**src/hw/rtl/ocv_ram.sv**
```systemverilog
// Generic single-write, single-read synchronous RAM with a registered read port.
// No dependencies.
`timescale 1ns / 1ps

module ocv_ram #(
    parameter int WIDTH = 32,
    parameter int DEPTH = 8
) (
    input  logic                     clk,
    input  logic                     we,
    input  logic [$clog2(DEPTH)-1:0] waddr,
    input  logic [WIDTH-1:0]         wdata,
    input  logic [$clog2(DEPTH)-1:0] raddr,
    output logic [WIDTH-1:0]         rdata
);

    logic [WIDTH-1:0] mem [DEPTH];

    always_ff @(posedge clk)
    begin
        if (we)
        begin
            mem[waddr] <= wdata;
        end
        rdata <= mem[raddr];
    end

endmodule

```
**config.mk**
```make
export PLATFORM = sky130hd
export DESIGN_NAME = ocv_ram
export DESIGN_NICKNAME = d
export VERILOG_FILES = /design/src/hw/rtl/ocv_ram.sv
export SDC_FILE = /design/constraint.sdc
export NUM_CORES = 1
export LEC_CHECK = 0
export BUFFER_PORTS_ARGS = -buffer_cell sky130_fd_sc_hd__buf_2
export CORE_MARGIN = 10
export CORE_UTILIZATION = 54
export DETAILED_ROUTE_END_ITERATION = 8
export HOLD_SLACK_MARGIN = 0.08
export PLACE_DENSITY = 0.72
export SLEW_MARGIN = 20
export SYNTH_ARGS = -nofsm -noshare
export SYNTH_HDL_FRONTEND = slang
export SYNTH_SLANG_ARGS = --single-unit
export TNS_END_PERCENT = 30
```
**constraint.sdc**
```tcl
create_clock -name clk -period 3.4 [get_ports clk]
set_input_delay 0.34 -clock clk [delete_from_list [all_inputs] [get_ports clk]]
set_output_delay 0.34 -clock clk [all_outputs]
set_load 0.01 [all_outputs]
```
==> results of run 1 <==
[cell usage after synthesis]
| cell | instances |
|---|---|
| buf_6 | 7 |
| dfxtp_1 | 32 |
| mux4_1 | 40 |
| edfxtp_1 | 256 |
| buf_2 | 6 |
| mux4_2 | 24 |
| clkbuf_1 | 1 |
| nand2_1 | 2 |
| buf_1 | 4 |
| nor2_1 | 6 |
| mux2_2 | 32 |
| nand2b_1 | 3 |
| nor3_1 | 2 |
[per-layer routing]
| metal | GRT usage | up-vias |
|---|---|---|
| met5 | 0 | - |
| met4 | 0.0337 | 0 |
| met3 | 0.0297 | 31 |
| met2 | 0.246 | 103 |
| met1 | 0.198 | 2380 |
| li1 | - | 2025 |
[per-stage QoR]
| stage | total power, W | area, um2 |
|---|---|---|
| 2_1_floorplan | 0.00432 | 10500 |
| 3_3_place_gp | 0.00448 | 11200 |
| 3_5_place_dp | 0.00450 | 11200 |
| 4_1_cts | 0.00744 | 12300 |
| 5_1_grt | 0.00763 | 12300 |
| 6_report | 0.00738 | 12300 |
[cell type report]
type                    instances  area [um2]  share of cell area
diodes                          1        2.50            0.000203
clock buffers                  41         791              0.0641
clock inverters                10        92.6             0.00750
multi-input cells             109        2070               0.167
flip-flops and latches        288        8330               0.675
well taps                     260         325              0.0264
repair buffers                107         733              0.0594
[timing repair]
item,CTS,global route
endpoints found under the setup margin,0,0
hold buffers,22,0
gates resized for setup,0,0
endpoints found under the hold margin,171,0
[final timing paths]
path,slack [ns],cells after the start,to
min,0.09,1,mem[5][30]$_DFFE_PP_
min reg2reg,0.67,2,rdata[24]$_DFF_P_
max,1.77,4,rdata[17]$_DFF_P_
max reg2reg,2.11,2,rdata[8]$_DFF_P_
[worst reg2reg max path, stage by stage, from the launching register on]
cell,delay [ns]
edfxtp_1,0.37
mux4_1,0.51
mux2_2,0.29
[placed cells by master, fill, tap and decap left out, drive strengths merged]
cell,synthesis,layout
nand2b,3,3
mux2,32,32
nor2,6,6
diode,0,1
nand2,2,2
bufinv,0,2
clkbuf,1,41
clkinv,0,8
dlygate4sd3,0,22
buf,17,85
mux4,64,64
dfxtp,32,32
nor3,2,2
edfxtp,256,256
[logic make-up (layout without fill, tap and decap cells)]
kind of cell / Yosys count / in the layout / synth area share
DFF: 288 / 288 / 0.796
muxes: 96 / 96 / 0.186
buffers and inverters: 18 / 158 / 0.0122
and+or+nand+nor: 13 / 13 / 0.00562
other: 0 / 1 / 0
[sequential cells by signal, indices dropped and copies added, names as in the netlist]
register,flops
rdata,32
mem,256
[power groups by stage]
stage          logic, W  clock network, W  registers (W)
2_1_floorplan  0.000202                 0        0.00412
3_3_place_gp   0.000378                 0        0.00410
3_5_place_dp   0.000390                 0        0.00411
4_1_cts        0.000412           0.00300        0.00403
5_1_grt        0.000436           0.00316        0.00404
6_report       0.000403           0.00294        0.00403
==> flow_summary_export.csv, run 1 <==
group,metric,value,unit
grt,gr-total-overflow,0,
timing,tightest_slew,0.999,ns
setup_path,worstPathArrival,2.04,ns
floorplan,start_util,0.554,
placement,finalWeightedCongestion,0.706,
setup_path,setup.worst_path.start_class,"input pin",
floorplan,coreArea,18900,um2
setup_path,cp_top_family,"multiplexers",
cts,cts_max_level,1,
cells_and_area,syn2layout_area_growth,17.9,%
synthesis,synth_nets,455,
cells_and_area,nFillCells,1258,
cts,cts_buffer_depth,3,
power,seq_power_share,0.546,
placement,place_ws,1.20,ns
synthesis,ys_seq_area_frac,0.796,
setup_path,crit_path_max_fanout,38,
detailed_routing,wl_met1,8340,um
timing,rsz0062_at_grt,"false",
cts,post_cts_buffers,0,
placement,dp.cells,742,
detailed_routing,vias,4539,
power,p_sw_frac,0.194,
cells_and_area,drive_gt1_frac,0.332,
cts,clkLatencyLatePin,0.53,ns
placement,dp_hpwl,10900,um
detailed_routing,drtIter0Drc,284,
detailed_routing,viasPerCell,5.56,
detailed_routing,wl_met2,9490,um
synthesis,yosys_warnings,0,
power,internal-power,0.00594,W
detailed_routing,highest_layer,"met4",
setup_path,critPathLaunch,"raddr[0]",
cells_and_area,nNetsFinal,574,
detailed_routing,postRouteAntennaNets,0,
placement,port_buffers,71,
synthesis,avgSynthCellArea,25.2,um2
synthesis,synth_top_area_frac,0.734,
synthesis,yosys.area.top_type,"edfxtp_1",
timing,drv_slew,0,
grt,antenna_found_initial,1,
grt,grt_usage,0.148,
power,switching_power,0.00143,W
cts,ctsRootBufferMaster,"clkbuf_16",
detailed_routing,first_pass_iters,4,
floorplan,die_area,25400,um2
grt,grt_pass1_wl,29600,um
timing,period_minus_slack,1.63,ns
detailed_routing,routedWlPerCell,23.2,um
floorplan,fp.dieH,159,um
cells_and_area,fin_cells,816,
grt,grt_pass1_vias,4870,
cts,numClockSinks,288,
timing,post-route-period-util,0.480,
timing,relSlewSlack,0.334,
detailed_routing,drc,0,
flow_run,cap_violations,0,
power,combinationalPowerShare,0.055,
setup_path,reg2reg_from,"mem[3][8]$_DFFE_PP_",
timing,fin_ws,1.77,ns
setup_path,required,3.81,ns
synthesis,synthCells,415,
timing,clock_skew,0.00830,ns
cts,cts_tree,"built",
synthesis,synth.area.top_cells,"edfxtp_1 73%, mux4_1 10%, dfxtp_1 6.1%, mux4_2 5.2%, mux2_2 3.4%",
grt,grt_max_degree,43,
floorplan,io_pins,72,
setup_path,slowest_stage,"mux4_1",
power,powerDensity,598,nW/um2
min_path,hold_class,"in2reg",
synthesis,synth_area,10500,um2
setup_path,cp-end-kind,"flop",
setup_path,path_class,"in2reg",
min_path,hp-start,"wdata[30]",
setup_path,path_cells,"buf_4 > buf_12 > mux4_1 > mux2_2",
timing,hold_viol_final,0,
detailed_routing,met3_length,818,um
detailed_routing,routed_wl,19000,um
cts,path_clk_slew,0.06,ns
synthesis,synth-seq-cells,288,
timing,setup-tns-final,0,ns
power,leakage,4.21,nW
floorplan,fp-row-count,50,
floorplan,die_x,159,um
timing,whs,0.0896,ns
outcome,status,"completed",
timing,max_freq,613,MHz
cells_and_area,final_util,0.653,
setup_path,critPathBufInv,2,
setup_path,slowest_delay,0.62,ns
synthesis,synth_cell_types,13,
power,clock_power_share,0.399,
timing,setup_viol,0,
power,ir_worst_vdd,672,uV
cts,numCtsBuffers,28,
Power figures use the tool's default switching activity.
==> run 2, diff against run 1 <==
- CORE_UTILIZATION: 54 -> 59
- PLACE_DENSITY: 0.72 -> 0.75
- clock period: 3.4 -> 1.55 ns (I/O delays scaled with it)
==> run 2 against run 1 <==
Wire length is 1.7% lower. Worst setup slack worse by 1.5 ns. First-iteration DRC count is 11% higher. Die area is 7.4% lower. Register-to-register slack worse by 1.9 ns. Hold slack better by 0.11 ns. Non-clock buffer count is 21 higher. Critical endpoint is now rdata[27]$_DFF_P_. Largest cell class unchanged.
==> flow_summary_export.csv, run 2 (same netlist as run 1, synthesis figures left out) <==
group,metric,value,unit
cts,cts_tree,"built",
power,clock_power_share,0.397,
cells_and_area,nNetsFinal,596,
floorplan,die_area,23500,um2
timing,tightest_slew,0.382,ns
timing,rsz0062_at_grt,"false",
detailed_routing,routed_wl,18600,um
cells_and_area,final_util,0.728,
cells_and_area,finish.instance_area,12600,um2
power,combinationalPowerShare,0.058,
setup_path,worstPathArrival,1.73,ns
cells_and_area,final_common_cell,"edfxtp_1",
floorplan,io_pins,72,
cells_and_area,regMostFlops,"mem",
flow_run,cap_violations,0,
grt,grt_pass1_wl,29100,um
power,powerDensity,1290,nW/um2
grt,grt_max_degree,41,
floorplan,fp-row-count,48,
grt,grt_usage,0.158,
power,p_sw_frac,0.196,
detailed_routing,viasPerCell,5.71,
cells_and_area,largestRegisters,"mem x256, rdata x32",
cts,cts-resized-gates,0,
timing,relSlewSlack,0.745,
cells_and_area,syn2layout_area_growth,20.7,%
cts,numCtsBuffers,29,
cts,ctsRootBufferMaster,"clkbuf_16",
cells_and_area,largest_reg_flops,256,
cells_and_area,final_cell_mix,"256 x edfxtp_1, 70 x buf_2, 40 x mux4_1",
grt,grt_pass1_vias,5015,
min_path,hold_class,"in2reg",
floorplan,coreArea,17400,um2
setup_path,reg2reg_depth,2,
timing,setup_viol,0,
timing,clock_skew,0.0104,ns
setup_path,crit_end,"rdata[27]$_DFF_P_",
detailed_routing,drtIter0Drc,315,
power,ir_worst_vdd,1240,uV
detailed_routing,routedWlPerCell,23.2,um
placement,dp_hpwl,10800,um
setup_path,critPathLaunch,"mem[3][27]$_DFFE_PP_",
outcome,status,"completed",
setup_path,rrSetupSlack,0.23,ns
grt,antenna_found_initial,0,
cts,clkLatencyLatePin,0.52,ns
detailed_routing,postRouteAntennaNets,0,
timing,period_minus_slack,1.32,ns
power,leakage,4.36,nW
timing,hold_viol_final,0,
setup_path,reg2reg_from,"mem[3][27]$_DFFE_PP_",
placement,port_buffers,71,
cts,numClockSinks,288,
timing,whs,0.201,ns
cts,cts_buffer_depth,3,
cts,cts_max_level,1,
detailed_routing,drc,0,
floorplan,fp.dieH,153,um
placement,placedInstanceArea,11400,um2
power,internal-power,0.0131,W
cells_and_area,drive_gt1_frac,0.345,
grt,gr-total-overflow,0,
setup_path,required,1.96,ns
cts,path_clk_slew,0.06,ns
setup_path,path_class,"reg2reg",
timing,max_freq,759,MHz
setup_path,setup.worst_path.start_class,"flop",
timing,post-route-period-util,0.850,
cells_and_area,n_antenna_cell,0,
detailed_routing,vias,4582,
setup_path,cp-end-kind,"flop",
floorplan,start_util,0.603,
placement,finalWeightedCongestion,0.683,
setup_path,rr_endpoint,"rdata[27]$_DFF_P_",
power,switching_power,0.00319,W
detailed_routing,first_pass_iters,6,
setup_path,crit_path_max_fanout,1,
timing,drv_slew,0,
timing,setup-tns-final,0,ns
power,seq_power_share,0.544,
floorplan,die_x,153,um
power,p_total,0.0163,W
## run 2: layout make-up
| cell class | instances | area, um2 |
|---|---|---|
| clock buffers | 39 | 773 |
| clock inverters | 13 | 115 |
| fillers | 988 | 4720 |
| multi-input cells | 109 | 2090 |
| flip-flops and latches | 288 | 8330 |
| well taps | 225 | 282 |
| repair buffers | 128 | 1050 |
## run 2: repair_timing
action,in CTS,in global routing
buffers inserted,0,0
endpoints found under the hold margin,256,0
hold buffers,32,0
## run 2: critical path: stages, from the launching register on
cell and delay [ns]:
edfxtp_1 0.38, mux4_1 0.54, mux2_2 0.29
## run 2: layer usage
| layer | GRT usage | wire (um) |
|---|---|---|
| met1 | 0.205 | 7660 |
| met2 | 0.270 | 9620 |
| met3 | 0.0323 | 1050 |
| met4 | 0.0332 | 318 |
| met5 | 0 | 0 |
## run 2: stage by stage
stage               cells  setup slack [ns]
floorplan             415           -0.0399
global placement      718           0.00795
detailed placement    718          -0.00464
CTS                   802             0.211
global route          802             0.206
finish                802             0.233
## run 2: power groups by stage
| stage | Clock [W] | Combinational, W | Sequential (W) |
|---|---|---|---|
| floorplan | 0 | 0.000451 | 0.00903 |
| global placement | 0 | 0.000871 | 0.00899 |
| detailed placement | 0 | 0.000900 | 0.00901 |
| CTS | 0.00656 | 0.000971 | 0.00885 |
| global route | 0.00689 | 0.00102 | 0.00887 |
| finish | 0.00646 | 0.000950 | 0.00885 |
## run 2: how the worst min path moves through the flow
stage	slack [ns]	to	depth (start not counted)	start
finish	0.20	mem[0][29]$_DFFE_PP_	3	waddr[1]
global route	0.20	mem[0][23]$_DFFE_PP_	3	waddr[1]
CTS	0.19	mem[0][26]$_DFFE_PP_	3	waddr[1]
detailed placement	0.43	mem[0][26]$_DFFE_PP_	1	wdata[26]
global placement	0.41	mem[7][4]$_DFFE_PP_	1	wdata[4]
floorplan	0.25	mem[0][0]$_DFFE_PP_	0	wdata[0]
