--- config.mk ---
export PLATFORM = sky130hd
export DESIGN_NAME = ocv_div
export DESIGN_NICKNAME = d
export VERILOG_FILES = /design/src/hw/rtl/ocv_pkg.sv /design/src/hw/rtl/ocv_div.sv
export SDC_FILE = /design/constraint.sdc
export NUM_CORES = 1
export LEC_CHECK = 0
export BUFFER_PORTS_ARGS = -buffer_cell sky130_fd_sc_hd__buf_2
export CAP_MARGIN = 20
export CORE_ASPECT_RATIO = 0.75
export CORE_MARGIN = 2
export CORE_UTILIZATION = 43
export DETAILED_ROUTE_END_ITERATION = 7
export GPL_TIMING_DRIVEN = 1
export PLACE_DENSITY = 0.72
export SKIP_LAST_GASP = 1
export SYNTH_ARGS = -nofsm -noshare
export SYNTH_HDL_FRONTEND = slang
export SYNTH_SLANG_ARGS = --single-unit
export TNS_END_PERCENT = 50
--- constraint.sdc ---
create_clock -name clk -period 4.6 [get_ports clk]
set_clock_uncertainty 0.2 [all_clocks]
set_input_delay 0.69 -clock clk [delete_from_list [all_inputs] [get_ports clk]]
set_output_delay 0.69 -clock clk [all_outputs]
set_load 0.005 [all_outputs]
--- src/hw/rtl/ocv_pkg.sv ---
// Shared types, codes and arithmetic helpers for the online mean and covariance unit.
// No dependencies; every other file of the block but ocv_ram imports this package.
`timescale 1ns / 1ps

package ocv_pkg;

    localparam int VEC_LEN = 8;
    localparam int IDX_W = 3;
    localparam int COV_DEPTH = 64;
    localparam int COV_AW = 6;
    localparam int DIFF_W = 26;
    localparam int PROD_W = 52;
    localparam logic [15:0] MAX_COUNT = 16'hFFFF;
    localparam logic signed [63:0] COV_MAX = 64'sh0000_7FFF_FFFF_FFFF;
    localparam logic signed [63:0] COV_MIN = 64'shFFFF_8000_0000_0000;
    localparam logic [IDX_W:0] LAST_IDX = (IDX_W + 1)'(VEC_LEN - 1);
    localparam logic [IDX_W:0] FEAT_LIM = (IDX_W + 1)'(VEC_LEN);

    typedef enum logic [1:0] {
        ACT_SAMPLE = 2'd0,
        ACT_READ   = 2'd1,
        ACT_CLEAR  = 2'd2,
        ACT_NONE   = 2'd3
    } action_t;

    typedef struct packed {
        logic [1:0]         action;
        logic signed [15:0] value;
        logic [2:0]         row;
        logic [2:0]         col;
    } cmd_t;

    typedef struct packed {
        logic signed [31:0] mean_value;
        logic signed [47:0] covariance_value;
        logic [15:0]        sample_count;
        logic               empty_res;
        logic               overflow;
    } res_t;

    typedef struct packed {
        logic start;
        logic long_op;
    } div_ctl_t;

    typedef enum logic [2:0] {
        ST_IDLE,
        ST_MEAN_RD,
        ST_MEAN_SUB,
        ST_MEAN_DIV,
        ST_COV,
        ST_RD_CHK,
        ST_RD_DIV,
        ST_RD_OUT
    } state_t;

    // Signed 64-bit add that clamps at the signed limits.
    function automatic logic signed [63:0] sat_add64(input logic signed [63:0] a,
                                                     input logic signed [63:0] b);
        logic signed [63:0] s;
        begin
            s = a + b;
            if ((a[63] == b[63]) && (s[63] != a[63]))
            begin
                s = a[63] ? {1'b1, 63'b0} : {1'b0, {63{1'b1}}};
            end
            return s;
        end
    endfunction

endpackage

--- src/hw/rtl/ocv_div.sv ---
// Bit-serial signed divider: 64-bit dividend over a positive 16-bit divisor, truncating.
// Depends on ocv_pkg for the control struct.
`timescale 1ns / 1ps

module ocv_div
    import ocv_pkg::*;
(
    input  logic               clk,
    input  logic               rst_n,
    input  div_ctl_t           ctl,
    input  logic signed [63:0] dividend,
    input  logic [15:0]        divisor,
    output logic               done,
    output logic signed [63:0] quotient
);

    logic [16:0] rem_reg, rem_next;
    logic [63:0] q_reg, q_next;
    logic [6:0]  cnt_reg, cnt_next;
    logic        neg_reg, neg_next;
    logic        done_reg, done_next;
    logic [63:0] mag;
    logic [17:0] rem_sh;

    assign mag = dividend[63] ? (64'd0 - dividend) : dividend;
    assign rem_sh = {rem_reg, q_reg[63]};

    always_comb
    begin
        rem_next = rem_reg;
        q_next = q_reg;
        cnt_next = cnt_reg;
        neg_next = neg_reg;
        done_next = 1'b0;
        if (ctl.start)
        begin
            rem_next = 17'd0;
            neg_next = dividend[63];
            if (ctl.long_op)
            begin
                q_next = mag;
                cnt_next = 7'd64;
            end
            else
            begin
                q_next = {mag[31:0], 32'd0};
                cnt_next = 7'd32;
            end
        end
        else if (cnt_reg != 7'd0)
        begin
            // Shift in one dividend bit and subtract where the divisor fits.
            if (rem_sh >= {2'b00, divisor})
            begin
                rem_next = 17'(rem_sh - {2'b00, divisor});
                q_next = {q_reg[62:0], 1'b1};
            end
            else
            begin
                rem_next = rem_sh[16:0];
                q_next = {q_reg[62:0], 1'b0};
            end
            cnt_next = cnt_reg - 7'd1;
            done_next = (cnt_reg == 7'd1);
        end
    end

    always_ff @(posedge clk or negedge rst_n)
    begin
        if (!rst_n)
        begin
            cnt_reg <= 7'd0;
            done_reg <= 1'b0;
        end
        else
        begin
            cnt_reg <= cnt_next;
            done_reg <= done_next;
        end
    end

    always_ff @(posedge clk)
    begin
        rem_reg <= rem_next;
        q_reg <= q_next;
        neg_reg <= neg_next;
    end

    assign done = done_reg;
    assign quotient = neg_reg ? -$signed(q_reg) : $signed(q_reg);

endmodule

==> metrics.txt <==
# TYPE chip_impl_metric gauge
chip_impl_metric{name="syn-instance-count",unit=""} 908
chip_impl_metric{name="cts-htree-levels",unit=""} 3
chip_impl_metric{name="synthesis.area",unit="mm^2"} 0.00779
chip_impl_metric{name="finalWorstPathRequiredPeriod",unit="ns"} 4.37
chip_impl_metric{name="worst_ir_drop_vdd",unit="mV"} 0.192
chip_impl_metric{name="finalSetupViolCount",unit=""} 0
chip_impl_metric{name="postSynthRegisterBits",unit=""} 90
chip_impl_metric{name="flow.area_growth_from_synthesis",unit="%"} 16.2
chip_impl_metric{name="syn_nets",unit=""} 1013
chip_impl_metric{name="worst-endpoint-required",unit="ns"} 3.71
chip_impl_metric{name="post_syn_area_per_cell",unit="um^2"} 8.58
chip_impl_metric{name="synth_cell_type_count",unit=""} 69
chip_impl_metric{name="route.final.wire_length",unit="um"} 26400
chip_impl_metric{name="vias",unit=""} 7953
chip_impl_metric{name="clkSlewWorstSetupHoldPaths",unit="ns"} 0.07
chip_impl_metric{name="drt_first_pass_iters",unit=""} 5
chip_impl_metric{name="maxCapViolations",unit=""} 0
chip_impl_info{name="status",value="completed"} 1
chip_impl_info{name="commonest_cells_after_routing_fill_and_taps_aside",value="buf_2 (148), nand2_1 (86), xnor2_1 (72)"} 1
chip_impl_metric{name="initial_utilization",unit=""} 0.440
chip_impl_metric{name="ys.warnings.count",unit=""} 0
chip_impl_metric{name="worst-slew-pin-transition",unit="ns"} 0.912
chip_impl_metric{name="critical_path_data_arrival_time",unit="ns"} 3.48
chip_impl_metric{name="place.gp.congestion",unit=""} 0.947
chip_impl_info{name="cts-root-buf",value="clkbuf_16"} 1
chip_impl_info{name="kind_of_path_behind_the_tightest_hold_check",value="register to register"} 1
chip_impl_metric{name="largest_reg_flops",unit=""} 64
chip_impl_info{name="setup_repair_after_global_routing_missed_its_margin",value="no"} 1
chip_impl_metric{name="grtUsageTotal",unit=""} 0.269
chip_impl_metric{name="numClockSinks",unit=""} 90
chip_impl_metric{name="crit_path_max_fanout",unit=""} 6
chip_impl_metric{name="number_of_enable_flip_flop_cells_after_synthesis",unit=""} 65
chip_impl_metric{name="num-nets-final",unit=""} 1138
chip_impl_metric{name="slew_violations",unit=""} 0
chip_impl_metric{name="finalPower",unit="uW"} 3720
chip_impl_metric{name="ys_seq_area_frac",unit=""} 0.320
chip_impl_metric{name="share_seq_of_total_power",unit=""} 0.407
chip_impl_metric{name="clk_lat_worst_skew",unit="ns"} 0.36
chip_impl_info{name="ys.flop_type",value="edfxtp_1"} 1
chip_impl_metric{name="sw_frac_of_total",unit=""} 0.405
chip_impl_metric{name="setup-tns-final",unit="ns"} 0
chip_impl_metric{name="die_width",unit="um"} 159
chip_impl_metric{name="post-route-drc-count",unit=""} 0
chip_impl_metric{name="global_route_wire_length_before_repair",unit="um"} 40200
chip_impl_info{name="timing.critical_path.from_type",value="register"} 1
chip_impl_metric{name="final_hold_viol_count",unit=""} 0
chip_impl_metric{name="post-route-period-util",unit=""} 0.950
chip_impl_metric{name="p_int",unit="uW"} 2210
chip_impl_metric{name="grt_remaining_overflow",unit=""} 0
chip_impl_metric{name="drive_above_1_share",unit=""} 0.196
chip_impl_metric{name="insertedDiodeCount",unit=""} 0
chip_impl_info{name="tritoncts_clock_tree",value="built"} 1
chip_impl_info{name="timing.critical_path.to_type",value="output pin"} 1
chip_impl_metric{name="row_count",unit=""} 42
chip_impl_metric{name="drt_iter0_drc",unit=""} 830
chip_impl_metric{name="p_switching",unit="uW"} 1500
chip_impl_metric{name="comb_power_share",unit=""} 0.402
chip_impl_metric{name="die_area",unit="mm^2"} 0.0192
chip_impl_metric{name="io_buffer_count",unit=""} 148
chip_impl_metric{name="antenna_found_initial",unit=""} 0
chip_impl_metric{name="maximum_number_of_pins_on_one_net_before_global_route_repair",unit=""} 64
chip_impl_info{name="criticalPathCategory",value="register to output pin"} 1
chip_impl_metric{name="grt_pass1_vias",unit=""} 7004
chip_impl_metric{name="top_level_ports",unit=""} 149
chip_impl_metric{name="wl_per_cell",unit="um"} 20.6
chip_impl_metric{name="chipHeight",unit="um"} 121
chip_impl_metric{name="static-leakage-power",unit="uW"} 0.00352
chip_impl_metric{name="clk_path_buf_depth",unit=""} 2
chip_impl_metric{name="pwr_density_cell",unit="mW/mm^2"} 410
chip_impl_metric{name="postRouteAntennaNets",unit=""} 0
chip_impl_metric{name="synthArstFlopShare",unit=""} 0.0889
chip_impl_metric{name="via_per_inst",unit=""} 6.21
chip_impl_info{name="layout_commonest_cell",value="buf_2"} 1
chip_impl_metric{name="place.detailed.hpwl",unit="um"} 20400
chip_impl_metric{name="core-area",unit="mm^2"} 0.0177
chip_impl_metric{name="post_cts.repair.setup_buffers",unit=""} 0
chip_impl_metric{name="numCtsBuffers",unit=""} 9
chip_impl_metric{name="p_clk_frac",unit=""} 0.191
chip_impl_metric{name="max_clock_freq",unit="MHz"} 229
chip_impl_metric{name="normalized_max_slew_margin",unit=""} 0.392
[critical path, cell delays in order (launching register included)]
cell and delay, ns:
edfxtp_1 0.46, or4_1 0.68, nor4_2 0.44, nor3b_1 0.58
nand3_1 0.25, o41ai_1 0.35, xnor2_1 0.21, buf_2 0.16
[logic make-up after synthesis]
group / count (synthesis) / synth area share
AOI/OAI and AO/OA: 260 / 0.237
adders and majority gates: 21 / 0.0347
xor gates and xnor gates: 120 / 0.135
muxes: 18 / 0.0234
buffers and inverters: 89 / 0.0443
and+or+nand+nor: 310 / 0.206
DFF: 90 / 0.320
[power groups by stage]
stage / registers [uW] / clock network, uW / logic (uW)
6_report: 1510 / 708 / 1500
3_5_place_dp: 1510 / 0 / 1480
3_3_place_gp: 1510 / 0 / 1460
2_1_floorplan: 1400 / 0 / 904
4_1_cts: 1500 / 716 / 1480
5_1_grt: 1540 / 746 / 1630
[layout make-up]
class | instances | area, um^2
tap | 242 | 303
inverter | 37 | 139
clock buffer | 9 | 225
fill | 1726 | 8650
clock inverter | 7 | 50.0
sequential | 90 | 2490
multi-input combinational | 729 | 4970
timing repair buffer | 166 | 878
[through the flow]
stage	area, um^2	hold WS [ns]	util	worst slack, ns	instances
CTS	9050	0.269	0.511	0.125	1280
detailed placement	8760	0.254	0.495	0.493	1263
global placement	8760	0.247	0.495	0.567	1263
finish	9060	0.258	0.512	0.229	1280
global route	9060	0.315	0.512	0.00155	1280
floorplan	7790	0.194	-	1.15	908
[layer usage]
metal  share of wire  vias up  global-route usage  wire length (um)
li1                -     3709                   -                 -
met2            0.40      501               0.369             10600
met3            0.13       30              0.0669              3490
met1            0.45     3713               0.417             11900
met5               0        -                   0                 0
met4           0.017        0              0.0636               444
[cells in the mapped netlist, types with 4 or more instances]
library cell	instances	area [um^2]
nand2b_1	11	68.8
buf_1	6	22.5
or4_1	16	120
nand2_1	86	323
o31ai_1	32	240
inv_1	36	135
mux2i_1	16	160
a211oi_1	7	52.6
nand4_1	7	43.8
nor3_1	33	165
nor2b_1	5	31.3
and3_1	5	31.3
a21oi_1	22	110
xor2_1	48	420
edfxtp_1	65	1950
o221ai_1	13	114
a32oi_1	5	43.8
nand3_1	32	160
or3_1	27	169
o41ai_1	18	158
ha_1	20	250
dfxtp_1	17	340
clkbuf_1	44	165
nor2_1	43	161
xnor2_1	72	631
o21ai_1	4	20.0
o21a_1	4	30.0
a21o_1	8	60.1
or2_2	5	31.3
o2bb2ai_1	25	219
o211ai_1	5	37.5
dfrtp_1	8	200
a211o_1	5	43.8
nand3b_1	6	45.0
o22ai_1	10	62.6
a221oi_1	4	35.0
a31oi_1	7	43.8
nor4_1	16	100
o21ai_0	66	330
[worst paths after layout]
check | from | end | cells after the start | slack, ns
worst min register to register | rem_reg[16] | rem_reg[16] | 2 | 0.26
min in group asynchronous | rst_n | done | 2 | 0.51
worst min-delay path | rem_reg[16] | rem_reg[16] | 2 | 0.26
worst max register to register | q_reg[63] | rem_reg[4] | 11 | 1.25
worst max-delay path | q_reg[15] | quotient[54] | 7 | 0.23
max in group asynchronous | rst_n | cnt_reg[6] | 2 | 3.51
[timing repair]
action	in CTS	in global routing
setup endpoints to repair	0	14
hold buffers	1	0
gates resized for setup	0	2
endpoints found under the hold margin	8	0
Note: power is estimated with default switching activity, not from simulation.
